### src/hdl/pafd_pkg.sv
// Package for the package attribute field decoder.
// Holds field kind codes, field widths and stream bus widths.
// No dependencies; imported by package_attribute_field_decoder.
package pafd_pkg;

  localparam int BYTE_W   = 8;
  localparam int KIND_W   = 3;
  localparam int VALUE_W  = 32;
  localparam int LEN_W    = 33;
  localparam int POS_W    = 3;

  // Slave side: tdata carries data_byte, tuser carries command.
  localparam int S_TDATA_W = 8;
  localparam int S_TUSER_W = KIND_W;

  // Master side: tdata carries field_value and string_length, padded to bytes.
  localparam int M_TDATA_RAW = VALUE_W + LEN_W;
  localparam int M_TDATA_W   = ((M_TDATA_RAW + 7) / 8) * 8;
  localparam int M_TUSER_W   = KIND_W + 2;

  typedef logic [KIND_W-1:0] kind_t;

  localparam kind_t KIND_INT32   = 3'd0;
  localparam kind_t KIND_BOOL    = 3'd1;
  localparam kind_t KIND_ENUM    = 3'd2;
  localparam kind_t KIND_FLOAT   = 3'd3;
  localparam kind_t KIND_COMPACT = 3'd4;
  localparam kind_t KIND_STRING  = 3'd5;

  // Byte positions inside a compact field.
  localparam logic [POS_W-1:0] POS_FIRST = 3'd0;
  localparam logic [POS_W-1:0] POS_ONE   = 3'd1;
  localparam logic [POS_W-1:0] POS_TWO   = 3'd2;
  localparam logic [POS_W-1:0] POS_THREE = 3'd3;
  localparam logic [POS_W-1:0] POS_LAST  = 3'd4;

endpackage

### src/hdl/package_attribute_field_decoder.sv
// Top level of the package attribute field decoder: byte stream in, decoded fields out.
// Depends on pafd_pkg for kind codes and bus widths.
//
//  channel   dir  item                       tdata                       tuser
//  s_axis    in   one byte of the stream     [7:0] data_byte             [2:0] command
//  m_axis    out  one decoded field          [31:0] field_value,         [2:0] field_kind,
//                                            [64:32] string_length,      [3] invalid_bool,
//                                            [71:65] zero                [4] wide_chars
//
// One input item is taken per clock. A result is registered from the item that ends its
// field and shown in the cycle after it, through a single output register that frees up
// in the cycle it is read, so items flow with no gaps while the consumer keeps up.
// A stalled output register holds off the input until it is read.
// rst (synchronous, active high) returns the decoder to a field start and empties
// the output register.
module package_attribute_field_decoder (
  input  logic                           clk,
  input  logic                           rst,
  input  logic                           s_axis_tvalid,
  output logic                           s_axis_tready,
  input  logic [pafd_pkg::S_TDATA_W-1:0] s_axis_tdata,  // [7:0] data_byte
  input  logic [pafd_pkg::S_TUSER_W-1:0] s_axis_tuser,  // [2:0] command
  output logic                           m_axis_tvalid,
  input  logic                           m_axis_tready,
  output logic [pafd_pkg::M_TDATA_W-1:0] m_axis_tdata,  // [31:0] field_value,
                                                        // [64:32] string_length, rest zero
  output logic [pafd_pkg::M_TUSER_W-1:0] m_axis_tuser   // [2:0] field_kind,
                                                        // [3] invalid_bool, [4] wide_chars
);
  import pafd_pkg::*;

  // Field decode state.
  logic [POS_W-1:0]   pos, pos_next;
  logic [VALUE_W-1:0] acc, acc_next;
  logic               neg, neg_next;
  kind_t              kind, kind_next;

  // Output register.
  logic               out_valid;
  logic [VALUE_W-1:0] out_value;
  kind_t              out_kind;
  logic               out_bad;
  logic               out_wide;
  logic [LEN_W-1:0]   out_len;

  logic                in_fire;
  logic                start;
  logic                drop;
  logic                done;
  logic [BYTE_W-1:0]   din;
  kind_t               kind_cur;
  logic                fixed_kind;
  logic [VALUE_W-1:0]  acc_base;
  logic [VALUE_W-1:0]  acc_full;
  logic [VALUE_W-1:0]  acc_neg;
  logic [VALUE_W-1:0]  acc_inc;
  logic                neg_eff;
  logic [VALUE_W-1:0]  cmp_value;
  logic [VALUE_W-1:0]  cmp_minus;
  logic [VALUE_W-1:0]  res_value;
  logic                res_bad;
  logic                res_wide;
  logic [LEN_W-1:0]    res_len;

  // The output register accepts a new result whenever it is empty or being read.
  assign s_axis_tready = !out_valid || m_axis_tready;
  assign in_fire       = s_axis_tvalid && s_axis_tready;

  assign din      = s_axis_tdata[BYTE_W-1:0];
  assign start    = (pos == POS_FIRST);
  assign kind_cur = start ? kind_t'(s_axis_tuser) : kind;
  // An unknown command on a field's first byte discards that byte.
  assign drop     = start && (kind_cur > KIND_STRING);
  assign fixed_kind = (kind_cur <= KIND_FLOAT);
  assign acc_base = start ? '0 : acc;

  // Gather the bits of this byte into the accumulator and decide whether the
  // field ends here.
  always_comb begin
    acc_full = acc_base;
    done     = 1'b0;
    neg_eff  = neg;
    if (fixed_kind) begin
      // Four little-endian bytes.
      case (pos[1:0])
        2'd0:    acc_full = acc_base | {24'b0, din};
        2'd1:    acc_full = acc_base | {16'b0, din, 8'b0};
        2'd2:    acc_full = acc_base | {8'b0, din, 16'b0};
        default: acc_full = acc_base | {din, 24'b0};
      endcase
      done = (pos >= POS_THREE);
    end else begin
      case (pos)
        POS_FIRST: begin
          neg_eff  = din[7];
          acc_full = {26'b0, din[5:0]};
          done     = !din[6];
        end
        POS_ONE: begin
          acc_full = acc_base | {19'b0, din[6:0], 6'b0};
          done     = !din[7];
        end
        POS_TWO: begin
          acc_full = acc_base | {12'b0, din[6:0], 13'b0};
          done     = !din[7];
        end
        POS_THREE: begin
          acc_full = acc_base | {5'b0, din[6:0], 20'b0};
          done     = !din[7];
        end
        default: begin
          // The fifth byte adds the top five bits and always ends the field.
          acc_full = acc_base | {din[4:0], 27'b0};
          done     = 1'b1;
        end
      endcase
    end
  end

  // One shared negation gives both the signed compact value and its negative,
  // which the string length needs when the value is negative.
  assign acc_neg   = '0 - acc_full;
  assign acc_inc   = acc_full + VALUE_W'(1);
  assign cmp_value = neg_eff ? acc_neg : acc_full;
  assign cmp_minus = neg_eff ? acc_full : acc_neg;

  always_comb begin
    res_value = acc_full;
    res_bad   = 1'b0;
    res_wide  = 1'b0;
    res_len   = '0;
    if (fixed_kind) begin
      if (kind_cur == KIND_BOOL) begin
        if (acc_full > VALUE_W'(1)) begin
          res_value = '0;
          res_bad   = 1'b1;
        end
      end else if (kind_cur == KIND_ENUM) begin
        if (acc_full[VALUE_W-1]) begin
          res_value = acc_inc;
        end
      end
    end else begin
      res_value = cmp_value;
      if (kind_cur == KIND_STRING) begin
        // A negative value marks a UTF-16 body whose length is twice its size;
        // zero gives an empty string with the UTF-8 flag.
        if (cmp_value[VALUE_W-1]) begin
          res_wide = 1'b1;
          res_len  = {cmp_minus, 1'b0};
        end else begin
          res_len  = {1'b0, cmp_value};
        end
      end
    end
  end

  always_comb begin
    pos_next  = pos;
    acc_next  = acc;
    neg_next  = neg;
    kind_next = kind;
    if (in_fire && !drop) begin
      kind_next = kind_cur;
      if (done) begin
        pos_next = POS_FIRST;
        acc_next = '0;
        neg_next = 1'b0;
      end else begin
        pos_next = pos + POS_W'(1);
        acc_next = acc_full;
        neg_next = neg_eff;
      end
    end
  end

  always_ff @(posedge clk) begin
    if (rst) begin
      pos  <= POS_FIRST;
      acc  <= '0;
      neg  <= 1'b0;
      kind <= KIND_INT32;
    end else begin
      pos  <= pos_next;
      acc  <= acc_next;
      neg  <= neg_next;
      kind <= kind_next;
    end
  end

  always_ff @(posedge clk) begin
    if (rst) begin
      out_valid <= 1'b0;
    end else if (in_fire && !drop && done) begin
      out_valid <= 1'b1;
    end else if (m_axis_tready) begin
      out_valid <= 1'b0;
    end
  end

  always_ff @(posedge clk) begin
    if (in_fire && !drop && done) begin
      out_value <= res_value;
      out_kind  <= kind_cur;
      out_bad   <= res_bad;
      out_wide  <= res_wide;
      out_len   <= res_len;
    end
  end

  assign m_axis_tvalid = out_valid;
  assign m_axis_tdata  = {(M_TDATA_W - M_TDATA_RAW)'(0), out_len, out_value};
  assign m_axis_tuser  = {out_wide, out_bad, out_kind};

  // The field position never runs past the fifth byte of a compact field.
  a_pos_range: assert property (@(posedge clk) disable iff (rst) pos <= POS_LAST)
    else $error("field byte position out of range");

  // Only a bool field can report an invalid value, and then its value is zero.
  a_bad_bool: assert property (@(posedge clk) disable iff (rst)
    out_valid && out_bad |-> out_kind == KIND_BOOL && out_value == '0)
    else $error("invalid flag on a field that is not a bad bool");

  // The UTF-16 flag only comes with a non-empty string header.
  a_wide_string: assert property (@(posedge clk) disable iff (rst)
    out_valid && out_wide |-> out_kind == KIND_STRING && out_len != '0)
    else $error("wide flag without a non-empty string header");

  // A result always follows an accepted byte that ends a field.
  a_result_source: assert property (@(posedge clk) disable iff (rst)
    $rose(out_valid) |-> $past(in_fire))
    else $error("result appeared without an accepted byte");

endmodule
### config.mk
export PLATFORM = sky130hd
export DESIGN_NAME = package_attribute_field_decoder
export DESIGN_NICKNAME = d
export VERILOG_FILES = /design/src/hdl/pafd_pkg.sv /design/src/hdl/package_attribute_field_decoder.sv
export SDC_FILE = /design/constraint.sdc
export NUM_CORES = 1
export LEC_CHECK = 0
export ABC_CLOCK_PERIOD_IN_PS = 6900
export BUFFER_PORTS_ARGS = -buffer_cell sky130_fd_sc_hd__buf_2
export CAP_MARGIN = 20
export CORE_UTILIZATION = 45
export DETAILED_ROUTE_END_ITERATION = 12
export MAX_ROUTING_LAYER = met4
export PLACE_DENSITY_LB_ADDON = 0.08
export SLEW_MARGIN = 20
export SYNTH_ARGS = -nofsm -noshare
export SYNTH_HDL_FRONTEND = slang
export SYNTH_SLANG_ARGS = --single-unit
### constraint.sdc
create_clock -name clk -period 6.9 [get_ports clk]
set_input_delay 0.345 -clock clk [delete_from_list [all_inputs] [get_ports clk]]
set_output_delay 0.345 -clock clk [all_outputs]
set_load 0.01 [all_outputs]
==> metrics, run 1 <==
status finished clean; post-CTS setup buffers 0; Top Ports 94; sequential area share after synthesis 0.3495; Worst R2R Start pos[0]; initial core utilization 0.4608; CTS tree built; Worst Path Arrival just over 6 ns; Overflow after GRT 0; grt met3 use 0.05848; Startpoint Class flop; largest net degree at the start of global routing between 50 and 60; clk buf depth 2; Sequential Area 2903 um^2; Fillers between 1,500 and 2,000; Final Max Tran Viols 0; critical path launch point pos[0]; DR iter-0 viols 1,023; Die ar. between 15,000 and 20,000 um^2; Die W between 100 and 150 um; Ys Warns 0; Fin Setup TNS 0 ns; Yosys reg bits 110; post-place setup slack ~1.1 ns; Setup Skew roughly 0.014 ns; GR Util met1 0.4304; Peak VDD IR around 0.14 mV; routed wire length ~28 mm; CP Max Fanout 46; Final min period 6.016 ns; Hold Path Origin m_axis_tready; dpl hpwl around 20 mm; Detail Route Antenna Nets 0; mean routed wirelength per cell approximately 23 um; routability cong. 1.008; RSZ-0062 raised after global routing false; GRT Util Overall 0.3117; routing usage on met2 0.4586; Syn Inst Count between 900 and 1,000; WP data required around 7 ns; Slew HR 0.2782; busiest grt layer met2; total CTS buffers 9; vias in the first global route between 7,000 and 8,000; CTS clk-pin slew, worst paths roughly 0.08 ns; Multi-input gate area roughly 4900 um^2; CTS Sinks 110; Post-CTS Hold Fix Bufs 0; synthesized cell area around 8300 um^2; Setup WS post-layout about 0.9 ns; Clk Latency, worst-skew pair between 0.3 and 0.4 ns; HP Class in -> reg; MaxCap Viol Count 0; IO buf count 86; worst-margin pin slew around 1.1 ns; Worst Setup End Kind flop; nets@finish just over 1,000; Async SR Flop Fraction 0; num rows around 50; vias per cell between 6 and 7; leakage power between 0.003 and 0.004 uW; area of the core ~18,000 um^2; Post-synth top flop edfxtp_1; DR vias about 7,800; Clock Root Buffer clkbuf_16; H-tree depth 3; Mapped Avg Cell Area roughly 8.6 um^2; crit path kind reg -> reg; setup violators final 0; final worst path period share 0.8719; Fmax achieved 166.2 MHz; Final Hold Viols 0; # diodes 0; post-cts gate resize count 0; layout cells sized above 1 0.1775; global-route wire length before repair ~43 mm; DR pass1 iterations 5; Die H around 140 um; initial antenna violation count 0; Distinct cells, synth 98; EDFF count, synth 70; PD cells 218.1 nW/um^2; area delta synth->final 9.024%; DRC errors left 0
-- sequential cells by signal (all words and copies together), names as in the netlist --
| register | count |
|---|---|
| m_axis_tvalid | 1 |
| neg | 1 |
| out_bad | 1 |
| out_kind | 3 |
| out_value | 32 |
| out_len | 33 |
| acc | 32 |
| pos | 3 |
| kind | 3 |
| out_wide | 1 |
-- stage by stage --
stage / hold slack (ns) / std cells / util / total power, uW / cell area, um^2
after floorplan: 0.4320 / 971 / - / 1283 / 8328
after global placement: 0.4462 / 1216 / 0.4872 / 1463 / 8781
after detailed placement: 0.4533 / 1216 / 0.4872 / 1466 / 8781
after CTS: 0.3451 / 1232 / 0.5024 / 1971 / 9055
after global routing: 0.3845 / 1232 / 0.5024 / 2067 / 9055
final: 0.3385 / 1232 / 0.5024 / 1975 / 9055
-- final timing paths --
check	end	slack (ns)	depth (start not counted)
worst max-delay path	out_len[17]	0.88	15
worst min-delay path	m_axis_tvalid	0.34	3
worst max register to register	out_len[17]	0.88	15
worst min register to register	acc[27]	0.46	2
-- final cells by class --
| cell class | instances | area share |
|---|---|---|
| Multi-Input combinational cell | 751 | 0.5441 |
| Inverter | 21 | 0.008705 |
| Timing Repair Buffer | 105 | 0.06467 |
| Sequential cell | 110 | 0.3206 |
| Clock buffer | 10 | 0.02529 |
| Clock inverter | 6 | 0.004974 |
| Tap cell | 229 | 0.03164 |
-- where the power goes --
part | switching [uW] | internal (uW) | leakage (uW)
sequential | 20.7 | 758 | 0.000976
combinational | 465 | 222 | 0.00214
clock | 262 | 248 | 0.000129
-- cell usage after synthesis (5+ instances only) --
master,number,area share
nand4_1,6,0.0045
a22o_1,9,0.0095
o21ai_0,24,0.014
mux2_2,6,0.0081
nand3_1,31,0.019
buf_1,8,0.0036
a221o_1,7,0.0084
clkbuf_1,43,0.019
a21boi_0,5,0.0045
o22ai_1,22,0.017
and3_1,6,0.0045
or2_2,7,0.0053
o211a_1,5,0.0060
a21oi_1,64,0.039
nand2b_1,6,0.0045
inv_1,18,0.0081
buf_2,21,0.013
buf_6,5,0.0068
ha_1,10,0.015
and2_1,19,0.014
a21oi_2,5,0.0053
xor2_1,14,0.015
a2111oi_0,6,0.0063
buf_4,12,0.011
a32oi_1,5,0.0053
o21a_1,7,0.0063
a22oi_1,21,0.019
a211oi_1,24,0.022
o211ai_1,10,0.0090
mux2i_1,10,0.012
nor3_1,34,0.020
nor2_1,106,0.048
xnor2_1,55,0.058
a31oi_1,14,0.011
nor4_1,6,0.0045
edfxtp_1,70,0.25
o31ai_1,5,0.0045
dfxtp_1,40,0.096
nor2b_1,9,0.0068
nand2_1,83,0.038
a32o_1,6,0.0072
-- per-layer routing --
layer / up-vias / share of wire
met3: 48 / 0.087
met2: 407 / 0.44
met1: 3734 / 0.45
li1: 3639 / -
met4: 0 / 0.021
met5: - / 0
-- cells in the final DEF (no fill, tap or decap), types with 30 or more instances in the layout --
cell / n
edfxtp_1: 70
nor2_1: 106
a21oi_1: 64
dfxtp_1: 40
buf_2: 86
nor3_1: 34
nand3_1: 30
nand2_1: 83
xnor2_1: 55
-- cells by family (layout without fill, tap and decap cells) --
group	Yosys count	in the layout	share of synthesized area
AO/OA/AOI/OAI	290	290	0.2543
XOR/XNOR	71	71	0.07668
adder cells (fa/ha/maj)	10	10	0.01506
buffers and inverters	110	142	0.06282
flip-flops	110	110	0.3495
multiplexers	18	18	0.02471
other	1	7	0.0004515
AND/OR/NAND/NOR	355	355	0.2165
-- critical path: stages, from the launching register on --
cell,delay [ns]
dfxtp_1,0.39
inv_1,0.13
ha_1,0.85
and3b_1,0.67
a21oi_4,0.05
buf_4,0.32
a221oi_1,0.37
nor2_1,0.19
inv_1,0.19
ha_1,0.22
nand3_1,0.13
nand4b_1,0.49
nor2_1,0.59
a21oi_1,0.14
mux4_2,0.46
a2111oi_1,0.48
Note: power is estimated with default switching activity, not from simulation.
==> run 2, diff against run 1 <==
CORE_ASPECT_RATIO = 1.1   (was not set)
CTS_CLUSTER_DIAMETER = 40   (was not set)
==> metrics, run 2 (synthesized netlist as in run 1, its figures left out) <==
HP Class in -> reg (unchanged); area of the core 17,870 um^2 (was 18,020 um^2); GR Util met1 0.3973 (was 0.4304); dpl hpwl 19.83 mm (was 20.36 mm); Worst Setup End Kind flop (unchanged); DR vias 7,996 (was 7,828); Clk Latency, worst-skew pair 0.37 ns (about the same); routed wire length 27.69 mm (was 28.17 mm); CP endpoint out_len[17] (unchanged); Overflow after GRT 0 (unchanged); Hold Path Origin m_axis_tready (unchanged); Die ar. 19,000 um^2 (about the same); WP data required 7.03 ns (was 7.00 ns); critical path launch point pos[0] (unchanged); Post-CTS Hold Fix Bufs 0 (unchanged); Setup Skew 0.01702 ns (was 0.01355 ns); Fin Setup TNS 0 ns (unchanged); Clk pwr share 0.268 (was 0.258); clk buf depth 2 (unchanged); DRC errors left 0 (unchanged); setup violators final 0 (unchanged); CTS Sinks 110 (unchanged); Logic pwr share 0.348 (about the same); Inst Count DP 1,224 (was 1,216); worst-margin pin slew 1.041 ns (was 1.079 ns); global-route wire length before repair 42.30 mm (was 42.75 mm); final worst path period share 0.8669 (was 0.8719); share of power burned in registers 0.384 (was 0.394); routability cong. 0.9485 (was 1.008); Top Ports 94 (unchanged); Top delay family on crit path simple AND/OR/NAND/NOR gates (unchanged); Worst Path Arrival 6.11 ns (was 6.12 ns); Fmax achieved 167.2 MHz (was 166.2 MHz); Clock Root Buffer clkbuf_16 (unchanged); busiest grt layer met2 (unchanged); initial core utilization 0.4648 (was 0.4608); Slew HR 0.3057 (was 0.2782); layout cells sized above 1 0.1776 (was 0.1775); sw frac 0.3712 (was 0.3785); PD cells 221.7 nW/um^2 (was 218.1 nW/um^2); max reg flops 33 (unchanged); Worst R2R Start pos[0] (unchanged); Int Pwr 1266 uW (was 1228 uW); CP Max Fanout 46 (unchanged); crit-path cells inv_1 -> ha_1 -> and3b_1 -> a21oi_4 -> buf_4 -> a221oi_1 -> nor2_1 -> inv_1 -> ha_1 -> nand3_1 -> nand4b_1 -> nor2_1 -> a21oi_1 -> mux4_2 -> a2111oi_1 (unchanged); setup slack, reg-to-reg 0.92 ns (was 0.88 ns); crit path kind reg -> reg (unchanged); Largest regs out_len (33), acc (32), out_value (32) (unchanged); largest net degree at the start of global routing 71 (was 59); Peak VDD IR 0.1152 mV (was 0.1438 mV); IO buf count 86 (unchanged); Final Hold Viols 0 (unchanged); total CTS buffers 9 (unchanged); DR pass1 iterations 6 (was 5); post-CTS setup buffers 0 (unchanged); slowest stage delay, CP 0.86 ns (was 0.85 ns); DR iter-0 viols 1,087 (was 1,023); vias in the first global route 7,174 (unchanged); r2r endpoint out_len[17] (unchanged); slowest stage cell, crit path ha_1 (unchanged); Detail Route Antenna Nets 0 (unchanged); area delta synth->final 9.355% (was 9.024%); fin cells 1,240 (was 1,232); GRT Util Overall 0.2984 (was 0.3117); status finished clean (unchanged); # diodes 0 (unchanged); H-tree depth 3 (unchanged); routing usage on met2 0.4598 (was 0.4586); CTS tree built (unchanged); RSZ-0062 raised after global routing false (unchanged); MaxCap Viol Count 0 (unchanged); nets@finish 1,022 (was 1,023); Final Max Tran Viols 0 (unchanged); commonest cells after routing, fill and taps aside 106 x nor2_1, 86 x buf_2, 83 x nand2_1 (unchanged); num rows 51 (was 49); Final min period 5.982 ns (was 6.016 ns); post-cts gate resize count 0 (unchanged); Most flops, register out_len (unchanged); worst path bufs/invs 3 (unchanged); Die H 144.5 um (was 137.9 um); commonest non-fill, non-tap cell in the layout nor2_1 (unchanged); mean routed wirelength per cell 22.33 um (was 22.86 um); grt met3 use 0.04416 (was 0.05848); net switching power 747.4 uW (was 747.6 uW); Worst path depth 15 (unchanged); vias per cell 6.448 (was 6.354); Startpoint Class flop (unchanged); leakage power 0.003249 uW (was 0.003244 uW); CTS clk-pin slew, worst paths 0.08 ns (about the same); Die W 131.5 um (was 137.9 um); initial antenna violation count 0 (unchanged); worst reg2reg path depth 15 (unchanged)
[run 2: worst min-delay path by stage]
stage	endpoint	cells past startpoint
2_1_floorplan	acc[20]	2
3_3_place_gp	acc[27]	2
3_5_place_dp	acc[27]	2
4_1_cts	m_axis_tvalid	3
5_1_grt	m_axis_tvalid	3
6_report	m_axis_tvalid	3
[run 2: worst reg2reg max path, delay by kind of cell, from the launching register on]
| family | cells | cell delay (ns) |
|---|---|---|
| compound gates | 4 | 1.14 |
| fa+ha+maj | 2 | 1.10 |
| buf+inv | 3 | 0.64 |
| flops | 1 | 0.39 |
| mux | 1 | 0.48 |
| simple gates | 5 | 1.99 |
[run 2: area by class of cell]
cell class	count	area [um^2]
fill	1777	8785
multi-input combinational	751	4927
sequential	110	2903
timing repair buffer	104	578.1
tap	238	297.8
clock buffer	10	229.0
inverter	21	78.83
clock inverter	6	68.82
[run 2: through the flow]
stage	hold slack [ns]	setup WS [ns]	cell area, um^2	total power [uW]	utilization
2_1_floorplan	0.4320	2.625	8328	1283	-
3_3_place_gp	0.4435	1.286	8785	1472	0.4917
3_5_place_dp	0.4597	1.175	8785	1468	0.4917
4_1_cts	0.3296	1.139	9082	2005	0.5083
5_1_grt	0.3571	0.5071	9082	2094	0.5083
6_report	0.3349	0.9184	9082	2013	0.5083
[run 2: metal layers]
| layer | vias to the layer above | share of wire |
|---|---|---|
| li1 | 3638 | - |
| met1 | 3818 | 0.44 |
| met2 | 468 | 0.44 |
| met3 | 72 | 0.088 |
| met4 | 0 | 0.031 |
| met5 | - | 0 |
[run 2: power by group through the flow]
stage               sequential, uW  clock [uW]  combinational [uW]
finish                         774         539                 700
detailed placement             789           0                 678
CTS                            774         549                 682
floorplan                      806           0                 477
global placement               788           0                 684
global route                   778         569                 747
